File: config.mk
export PLATFORM = sky130hd
export DESIGN_NAME = chgw_cell
export DESIGN_NICKNAME = d
export VERILOG_FILES = /design/src/sv/chgw_pkg.sv /design/src/sv/chgw_cell.sv
export SDC_FILE = /design/constraint.sdc
export NUM_CORES = 1
export LEC_CHECK = 0
export BUFFER_PORTS_ARGS = -buffer_cell sky130_fd_sc_hd__buf_4
export CORE_MARGIN = 1
export CORE_UTILIZATION = 25
export CTS_BUF_LIST = sky130_fd_sc_hd__clkbuf_16
export CTS_CLUSTER_DIAMETER = 200
export DETAILED_ROUTE_END_ITERATION = 16
export GPL_ROUTABILITY_DRIVEN = 0
export PLACE_DENSITY_LB_ADDON = 0.2
export SETUP_SLACK_MARGIN = 0.1
export SKIP_CTS_REPAIR_TIMING = 1
export SYNTH_ARGS = -nofsm -noshare
export SYNTH_HDL_FRONTEND = slang
export SYNTH_SLANG_ARGS = --single-unit
File: constraint.sdc
create_clock -name clk_i -period 3.99 [get_ports clk_i]
set_clock_uncertainty 0.2 [all_clocks]
set_input_delay 0.399 -clock clk_i [delete_from_list [all_inputs] [get_ports clk_i]]
set_output_delay 0.399 -clock clk_i [all_outputs]
set_load 0.05 [all_outputs]
File: src/sv/chgw_pkg.sv
// ----------------------------------------------------------------------------
// chgw_pkg: shared constants for the gift-wrap hull core
// Holds the default sizes that the top level and the cells start from.
// ----------------------------------------------------------------------------
package chgw_pkg;
  localparam int unsigned MaxPointsDef = 64;
  localparam int unsigned CoordBitsDef = 16;
endpackage

File: src/sv/chgw_cell.sv
// ----------------------------------------------------------------------------
// chgw_cell: one storage cell of the point chain
// Holds one point. It compares its point against the value on the broadcast
// bus, and it hands the point it holds to its neighbor when the chain shifts.
// ----------------------------------------------------------------------------
module chgw_cell #(
  parameter int unsigned CoordBits = chgw_pkg::CoordBitsDef
) (
  input  logic                 clk_i,
  input  logic                 rst_ni,
  input  logic                 load_i,
  input  logic                 clear_i,
  input  logic                 vld_in_i,
  input  logic [CoordBits-1:0] x_in_i,
  input  logic [CoordBits-1:0] y_in_i,
  input  logic [CoordBits-1:0] cmp_x_i,
  input  logic [CoordBits-1:0] cmp_y_i,
  output logic                 vld_o,
  output logic [CoordBits-1:0] x_o,
  output logic [CoordBits-1:0] y_o,
  output logic                 match_o
);
  import chgw_pkg::*;

  logic                 vld_q;
  logic [CoordBits-1:0] x_q, y_q;

  always_ff @(posedge clk_i or negedge rst_ni) begin
    if (!rst_ni) begin
      vld_q <= 1'b0;
    end else if (clear_i) begin
      vld_q <= 1'b0;
    end else if (load_i) begin
      vld_q <= vld_in_i;
    end
  end

  always_ff @(posedge clk_i) begin
    if (load_i) begin
      x_q <= x_in_i;
      y_q <= y_in_i;
    end
  end

  assign vld_o   = vld_q;
  assign x_o     = x_q;
  assign y_o     = y_q;
  assign match_o = vld_q && (x_q == cmp_x_i) && (y_q == cmp_y_i);
endmodule

Yosys cells after proc, flatten, opt, wreduce, memory -nomap -nowiden --
Index checks and enable logic that the tools add are counted.
Storage, ports and cells: flip-flop bits (word level) 33, input port bits 69, output and inout port bits 34, logic and storage cells 10
Operators by class: equal/unequal tests 2, mux-type cells 2, reductions and logical operators 3
Operators with widths (count):
- $eq A16 B16 Y1 | 2
- $logic_and A1 B1 Y1 | 2
- $mux W1 | 2
- $reduce_bool A2 Y1 | 1

Logic depth before layout (Yosys ltp) --
Gate-level depths: netlist of the first run.
word-level depth 3, gate-level depth with buffers 4, mapped depth without buffers 4

Worst setup path before layout of the first run --
Ideal clock, no wire load.
kind register to output, start point register y_q[9] (netlist: y_o[9]), end point output match_o, arrival 2.321 ns, data required time 3.391 ns, path slack 1.070 ns, cell stages (with the launch flop) 5, buffers on the path 0, path through edfxtp_1 nor2b_4 a2111o_1 or4_1 nor3_2
Between the ends: longest elaborated chain between the ends 2
RTL lines:
- from (decl) | line chgw_cell.sv:26 | logic [CoordBits-1:0] x_q, y_q;
- from (signal assigned) | line chgw_cell.sv:41 | y_q <= y_in_i;
- $eq A16 B16 Y1 | line chgw_cell.sv:48 | assign match_o = vld_q && (x_q == cmp_x_i) && (y_q == cmp_y_i);
- $logic_and A1 B1 Y1 | line chgw_cell.sv:48
- to (decl) | line chgw_cell.sv:21 | output logic match_o
Every way passes these cells.

Worst setup path in the final report of the first run --
Ends and elaborated chain as after synthesis.

==> flow_summary.yaml, run 1 <==
run_status:
  outcome: "completed"
critical_path:
  worst-path-max-fanout: 3
  cp.arrival_ps: 2050
  cp-end-kind: "output port"
  worst_ep_required_time_ps: 3390
  worstReg2RegStart: "vld_o$_DFFE_PN0P_"
  cp-startpoint: "y_o[9]$_DFFE_PP_"
  crit_type: "reg2out"
  start_kind: "register"
min_path:
  hold_path.startpoint: "clear_i"
  min_path_type: "in2reg"
yosys:
  synthCells: 80
  yosys_register_bits: 33
  synth_nets: 149
  ys_types: 16
  netlist_area_um2: 1380
  yosysSeqAreaShare: 0.717
  syn_avg_cell_area_um2: 17.2
  ys_warn_count: 0
global_route:
  grt_max_degree: 34
  use_met2: 0.223
  met3_usage: 0.0515
  antenna_found_initial: 0
  grt_pass1_vias: 1168
  overflow: 0
  grt.total_usage: 0.126
  grt_first_pass_wirelength_um: 5470
  grt_util_met1: 0.129
  busiest_layer: "met2"
sta:
  setup_viol: 0
  min_period_over_period: 0.665
  report.final.slew_viol_count: 0
  tns_ps: 0
  post-route-min-period_ps: 2650
  tightest_slew_ps: 443
  worst_hold_slack_ps: 72.9
  max_freq_ghz: 0.377
  slew_headroom: 0.705
  finalHoldViolations: 0
  rsz0062_at_grt: "no"
power_and_ir_drop:
  ir_drop_mv: 0.199
  power_density_nw_per_um2: 429
  leakage_nw: 1.03
floorplanning:
  start_util: 0.264
  ios: 103
  die_width_um: 76.2
  die_h_um: 76.2
  rows: 26
  die_area_um2: 5800
  fp.coreArea_um2: 5200
finish:
  fin_cells: 261
  fin_nets: 259
  n_antenna_cell: 0
  layout-drive-gt1-share: 0.586
  syn_to_final_growth_pct: 72.9
clock_tree:
  cts_made_buffers: 5
  cts_sinks: 33
  cts_root_buf: "clkbuf_16"
  clockBufferDepth: 2
  cts_tree: "yes"
  htreeDepth: 2
  clk_latency_ps: 270
  cts.reportedPaths.clkPinSlew_ps: 50
placement:
  place.port_buffers: 102
  numPlacedInstances: 252
  dp_hpwl_um: 2790
drt:
  vias_per_cell: 4.07
  detail-route-antenna-nets: 0
  num_vias: 1062
  firstDrtPassIters: 4
  drt-initial-drc-count: 33
  drc: 0
  wirelength_um: 3460
  post_drt_wl_per_cell_um: 13.3
flow_run:
  maxCapViolCount: 0
==> cell type report <==
type                    count  area, um2
clock inverters             3       13.8
repair buffers            103        776
fillers                   508       2830
flip-flops and latches     33        986
clock buffers               5        125
well taps                  70       87.6
inverters                   1       3.75
multi-input cells          46        385
==> power breakdown <==
group	leakage (nW)	internal, mW	switching (mW)
clock network	0.0748	0.226	0.130
registers	0.326	0.413	0.0187
logic	0.628	0.0976	0.135
==> worst max-delay path, cell delays in order (launching register included) <==
cell      delay, ps
edfxtp_1        400
nor2b_4         140
a2111o_1        380
or4_1           540
nor3_2          110
buf_4           220
==> cells by family (layout without fill, tap and decap cells) <==
group	count (synthesis)	count (layout)	share of synthesized area
buf+inv	1	112	0.00273
mux	1	1	0.00728
flops	33	33	0.717
xor+xnor	30	30	0.191
simple gates	13	13	0.0673
compound gates	2	2	0.0146
==> path summary, 6_finish.rpt <==
check | endpoint | slack [ps] | depth (start not counted)
max in group asynchronous | vld_o$_DFFE_PN0P_ | 3260 | 2
min in group asynchronous | vld_o$_DFFE_PN0P_ | 250 | 2
worst min register to register | vld_o$_DFFE_PN0P_ | 360 | 2
worst max-delay path | match_o | 1340 | 5
worst min-delay path | vld_o$_DFFE_PN0P_ | 70 | 2
worst max register to register | vld_o$_DFFE_PN0P_ | 3110 | 2
==> metal layers <==
layer | up-vias | part of all wire
met5 | - | 0
met4 | 0 | 0.016
met3 | 6 | 0.075
met2 | 47 | 0.54
met1 | 494 | 0.36
li1 | 515 | -
==> synthesized netlist by cell type <==
cell       count  area, um2
mux2i_1        1       10.0
nand3_1        1       5.00
dfrtp_1        1       25.0
nor2b_4        1       13.8
o2111ai_1      1       8.76
nor2_1         1       3.75
or2b_2         1       8.76
xnor2_1       12        105
nand4_1        3       18.8
edfxtp_1      32        961
nor3_2         1       10.0
a2111o_1       1       11.3
inv_1          1       3.75
nor4_1         4       25.0
xor2_1        18        158
or4_1          1       7.51
==> through the flow <==
stage	cell area (um2)	worst slack, ps	utilization	total power [mW]
after floorplan	1380	1070	-	0.562
after global placement	2230	1530	0.428	0.669
after detailed placement	2230	1510	0.428	0.672
after CTS	2370	1320	0.455	1.03
after global routing	2380	1260	0.457	1.06
final	2380	1340	0.457	1.02
==> cells in the final DEF, fill, tap and decap left out, types with 2 or more instances in the layout <==
| master | count |
|---|---|
| buf_4 | 102 |
| clkbuf_16 | 5 |
| clkinv_2 | 2 |
| edfxtp_1 | 32 |
| inv_1 | 2 |
| nand4_1 | 3 |
| nor4_1 | 4 |
| xnor2_1 | 12 |
| xor2_1 | 18 |
==> flip-flops by register name (all words and copies together) (netlist names) <==
name,count
vld_o,1
x_o,16
y_o,16
Note: power is estimated with default switching activity, not from simulation.
==> inputs of run 2 (changes only) <==
--- a/config.mk
+++ b/config.mk
@@ -5,6 +5,7 @@
 export SDC_FILE = /design/constraint.sdc
 export NUM_CORES = 1
 export LEC_CHECK = 0
+export ABC_AREA = 1
 export BUFFER_PORTS_ARGS = -buffer_cell sky130_fd_sc_hd__buf_4
 export CORE_MARGIN = 1
 export CORE_UTILIZATION = 25
==> constraint.sdc (replaced) <==
create_clock -name clk_i -period 2.3 [get_ports clk_i]
set_clock_uncertainty 0.2 [all_clocks]
set_input_delay 0.23 -clock clk_i [delete_from_list [all_inputs] [get_ports clk_i]]
set_output_delay 0.23 -clock clk_i [all_outputs]
set_load 0.05 [all_outputs]
==> flow_summary.yaml, run 2 <==
run_status:
  outcome: "finished, violations left"
  violations: "hold timing"
critical_path:
  r2r_cells: 2
  reg2reg_to: "vld_o$_DFFE_PN0P_"
  endpoint: "match_o"
  start_kind: "register"
  crit_type: "reg2out"
  cp.arrival_ps: 1540
  worst-path-max-fanout: 3
  cp-startpoint: "x_o[15]$_DFFE_PP_"
  r2r_slack_ps: 1410
  cp-end-kind: "output port"
  worst_ep_required_time_ps: 1870
  worstReg2RegStart: "vld_o$_DFFE_PN0P_"
floorplanning:
  start_util: 0.264
  die_h_um: 82.0
  die_width_um: 82.0
  fp.coreArea_um2: 6060
  ios: 103
  die_area_um2: 6720
  rows: 28
global_route:
  overflow: 0
  grt_pass1_vias: 1381
  grt_max_degree: 35
  antenna_found_initial: 0
  grt_first_pass_wirelength_um: 5850
  grt.total_usage: 0.120
placement:
  place.port_buffers: 102
  numPlacedInstances: 353
  dp_hpwl_um: 3160
clock_tree:
  clk_latency_ps: 270
  htreeDepth: 2
  cts_made_buffers: 5
  clockBufferDepth: 2
  cts_root_buf: "clkbuf_16"
  cts_sinks: 33
  cts.reportedPaths.clkPinSlew_ps: 50
  cts_tree: "yes"
min_path:
  min_path_type: "in2reg"
sta:
  report.final.slew_viol_count: 0
  setup_viol: 0
  rsz0062_at_grt: "no"
  tns_ps: 0
  tightest_slew_ps: 449
  worst_hold_slack_ps: -3.10
  post-route-min-period_ps: 1970
  max_freq_ghz: 0.507
  slew_headroom: 0.700
  finalHoldViolations: 1
  min_period_over_period: 0.857
power_and_ir_drop:
  power_density_nw_per_um2: 628
  ir_drop_mv: 0.479
  total_power_mw: 1.85
  leakage_nw: 1.49
yosys:
  ys_types: 16
  ys_top_cells_by_count: "nand2_1 (62), inv_1 (39), edfxtp_1 (32), nor2_1 (17)"
  synthTopCellsByArea: "edfxtp_1 (60%), nand2_1 (15%), inv_1 (9.2%)"
  netlist_area_um2: 1600
  yosys_register_bits: 33
  yosys.area.top_type_share: 0.601
  synth_nets: 245
  syn_avg_cell_area_um2: 9.09
  synthCells: 176
  synthArstFlopShare: 0.0303
  synthMostInstantiatedCell: "nand2_1"
  ys_warn_count: 0
  synthFlopType: "edfxtp_1"
  yosysSeqAreaShare: 0.617
  synth_edf_count: 32
  netlist.top_cell.by_area: "edfxtp_1"
drt:
  wirelength_um: 4200
  drt-initial-drc-count: 43
  drc: 0
  vias_per_cell: 3.94
  post_drt_wl_per_cell_um: 10.6
  num_vias: 1557
  detail-route-antenna-nets: 0
  firstDrtPassIters: 4
finish:
  syn_to_final_growth_pct: 83.7
  layout-drive-gt1-share: 0.347
  n_antenna_cell: 0
  layout_common_cells: "buf_4 (102), nand2_1 (62), inv_1 (42)"
  fin_nets: 388
  final_common_cell: "buf_4"
  fin_cells: 395
flow_run:
  maxCapViolCount: 0
==> run 2: where the power goes <==
group	switching, mW	leakage (nW)	internal [mW]	total (mW)
Clock	0.227	0.0776	0.389	0.616
Combinational	0.274	1.08	0.209	0.483
Sequential	0.0313	0.326	0.716	0.747
Total	0.532	1.49	1.31	1.85
==> run 2: cell families after synthesis <==
| logic type | share of synthesized area |
|---|---|
| xor gates and xnor gates | 0.0383 |
| buffers and inverters | 0.0962 |
| and+or+nand+nor | 0.213 |
| AOI/OAI and AO/OA | 0.0360 |
| DFF | 0.617 |
==> run 2: how the worst min path moves through the flow <==
stage	slack, ps	cells after the start	end	startpoint
floorplan	-270	0	vld_o$_DFFE_PN0P_	rst_ni
global placement	-190	1	vld_o$_DFFE_PN0P_	rst_ni
detailed placement	-190	1	vld_o$_DFFE_PN0P_	rst_ni
CTS	-480	1	vld_o$_DFFE_PN0P_	rst_ni
global route	6	3	vld_o$_DFFE_PN0P_	vld_in_i
finish	-3	3	vld_o$_DFFE_PN0P_	vld_in_i
==> run 2: critical path: stages (launching register included) <==
cell      delay, ps
edfxtp_1        410
nand2_1          80
o21ai_0          60
or2_0           200
nor2_1          120
nand3_1          90
nor2_2          110
buf_4           200
==> run 2: through the flow <==
stage          setup slack, ps  instance area [um2]   util
2_1_floorplan              224                 1600      -
3_3_place_gp               585                 2460  0.406
3_5_place_dp               593                 2460  0.406
4_1_cts                    289                 2600  0.429
5_1_grt                    153                 2940  0.485
6_report                   329                 2940  0.485
==> run 2: cell type report <==
cell class                 count  area (um2)
clock buffer                   5         125
timing repair buffer         136        1110
multi-input combinational    102         462
inverter                      41         154
fill                         611        3120
tap                           75        93.8
clock inverter                 3        11.3
sequential                    33         986
==> run 2: metal layers <==
layer	share of wire	track usage	routed length (um)	vias up
li1	-	-	-	821
met1	0.39	0.125	1650	652
met2	0.49	0.206	2040	80
met3	0.11	0.0633	480	4
met4	0.0083	0.0421	35	0
met5	0	0	0	-
==> inputs of run 3 (changes only) <==
--- a/config.mk
+++ b/config.mk
@@ -8,7 +8,7 @@
 export ABC_AREA = 1
 export BUFFER_PORTS_ARGS = -buffer_cell sky130_fd_sc_hd__buf_4
 export CORE_MARGIN = 1
-export CORE_UTILIZATION = 25
+export CORE_UTILIZATION = 38
 export CTS_BUF_LIST = sky130_fd_sc_hd__clkbuf_16
 export CTS_CLUSTER_DIAMETER = 200
 export DETAILED_ROUTE_END_ITERATION = 16
==> flow_summary.yaml, run 3 (same netlist as run 2, synthesis figures left out) <==
clock_tree:
  cts.reportedPaths.clkPinSlew_ps: 50
  clk_latency_ps: 270
  htreeDepth: 2
  cts_root_buf: "clkbuf_16"
  cts_sinks: 33
  cts_tree: "yes"
  cts_made_buffers: 5
  clockBufferDepth: 2
sta:
  worst_hold_slack_ps: 70.7
  report.final.slew_viol_count: 0
  tightest_slew_ps: 436
  tns_ps: 0
  worst_slack_ps: 351
  rsz0062_at_grt: "no"
  slew_headroom: 0.709
  setup_viol: 0
  post-route-min-period_ps: 1950
  finalHoldViolations: 0
  min_period_over_period: 0.847
  max_freq_ghz: 0.513
critical_path:
  worst-path-max-fanout: 3
  cp.arrival_ps: 1520
  crit_type: "reg2out"
  start_kind: "register"
  cp-end-kind: "output port"
  worst_ep_required_time_ps: 1870
drt:
  num_vias: 1570
  vias_per_cell: 4.24
  drt-initial-drc-count: 52
  drc: 0
  post_drt_wl_per_cell_um: 11.6
  firstDrtPassIters: 4
  wirelength_um: 4300
  detail-route-antenna-nets: 0
floorplanning:
  die_h_um: 66.9
  die_width_um: 66.9
  rows: 23
  start_util: 0.397
  ios: 103
  die_area_um2: 4470
  fp.coreArea_um2: 4030
global_route:
  antenna_found_initial: 0
  grt_pass1_vias: 1363
  grt.total_usage: 0.162
  overflow: 0
  grt_first_pass_wirelength_um: 5200
  grt_max_degree: 35
power_and_ir_drop:
  pwr-share-comb: 0.250
  leakage_nw: 1.49
  p_seq_frac: 0.383
  power_frac_clock: 0.368
  p_sw_frac: 0.270
  ir_drop_mv: 0.541
  p_int_mw: 1.43
  p_sw_mw: 0.527
  total_power_mw: 1.95
  power_density_nw_per_um2: 666
placement:
  place.port_buffers: 102
  place_ws_ps: 613
  dp_hpwl_um: 2900
run_status:
  outcome: "completed"
finish:
  fin_nets: 388
  multiInputGateArea_um2: 462
  fillers: 321
  syn_to_final_growth_pct: 83.4
  layout-drive-gt1-share: 0.350
  layout_common_cells: "buf_4 (102), nand2_1 (62), inv_1 (40)"
  final_common_cell: "buf_4"
  register_area_um2: 986
  n_antenna_cell: 0
min_path:
  min_path_type: "in2reg"
flow_run:
  maxCapViolCount: 0
-- run 3: path summary, 6_finish.rpt --
| check | from | to | slack [ps] | depth (start not counted) |
|---|---|---|---|---|
| worst max-delay path | x_o[15]$_DFFE_PP_ | match_o | 350 | 7 |
| worst min-delay path | vld_in_i | vld_o$_DFFE_PN0P_ | 70 | 3 |
| worst max register to register | vld_o$_DFFE_PN0P_ | vld_o$_DFFE_PN0P_ | 1340 | 2 |
| worst min register to register | vld_o$_DFFE_PN0P_ | vld_o$_DFFE_PN0P_ | 440 | 2 |
| max in group asynchronous | rst_ni | vld_o$_DFFE_PN0P_ | 1720 | 2 |
| min in group asynchronous | rst_ni | vld_o$_DFFE_PN0P_ | 100 | 2 |
-- run 3: per-stage QoR --
step | util | cells | cell area, um2
after floorplan | - | 176 | 1600
after global placement | 0.603 | 328 | 2430
after detailed placement | 0.603 | 328 | 2430
after CTS | 0.643 | 336 | 2590
after global routing | 0.728 | 370 | 2930
final | 0.728 | 370 | 2930
-- run 3: final cells by class --
type / count / area share
multi-input combinational: 102 / 0.157
inverter: 41 / 0.0525
sequential: 33 / 0.336
tap: 50 / 0.0213
clock buffer: 5 / 0.0427
timing repair buffer: 136 / 0.377
clock inverter: 3 / 0.0128
-- run 3: power by group through the flow --
stage	clock network [mW]	logic (mW)	registers [mW]
floorplan	0	0.0846	0.919
global route	0.762	0.518	0.753
finish	0.718	0.488	0.748
detailed placement	0	0.439	0.759
CTS	0.735	0.440	0.748
global placement	0	0.435	0.756
-- run 3: worst max-delay path: stages (launching register included) --
cell and delay (ps):
edfxtp_1 410, nand2_1 80, o21ai_0 70, or2_0 200, nor2_1 100, nand3_1 90
nor2_2 100, buf_4 200
-- run 3: metal layers --
metal | part of all wire | vias to the layer above | GRT usage | wire [um]
met5 | 0 | - | 0 | 0
met4 | 0.0053 | 0 | 0.0559 | 23
met3 | 0.081 | 2 | 0.0736 | 349
met2 | 0.57 | 67 | 0.317 | 2450
met1 | 0.34 | 678 | 0.142 | 1480
li1 | - | 823 | - | -
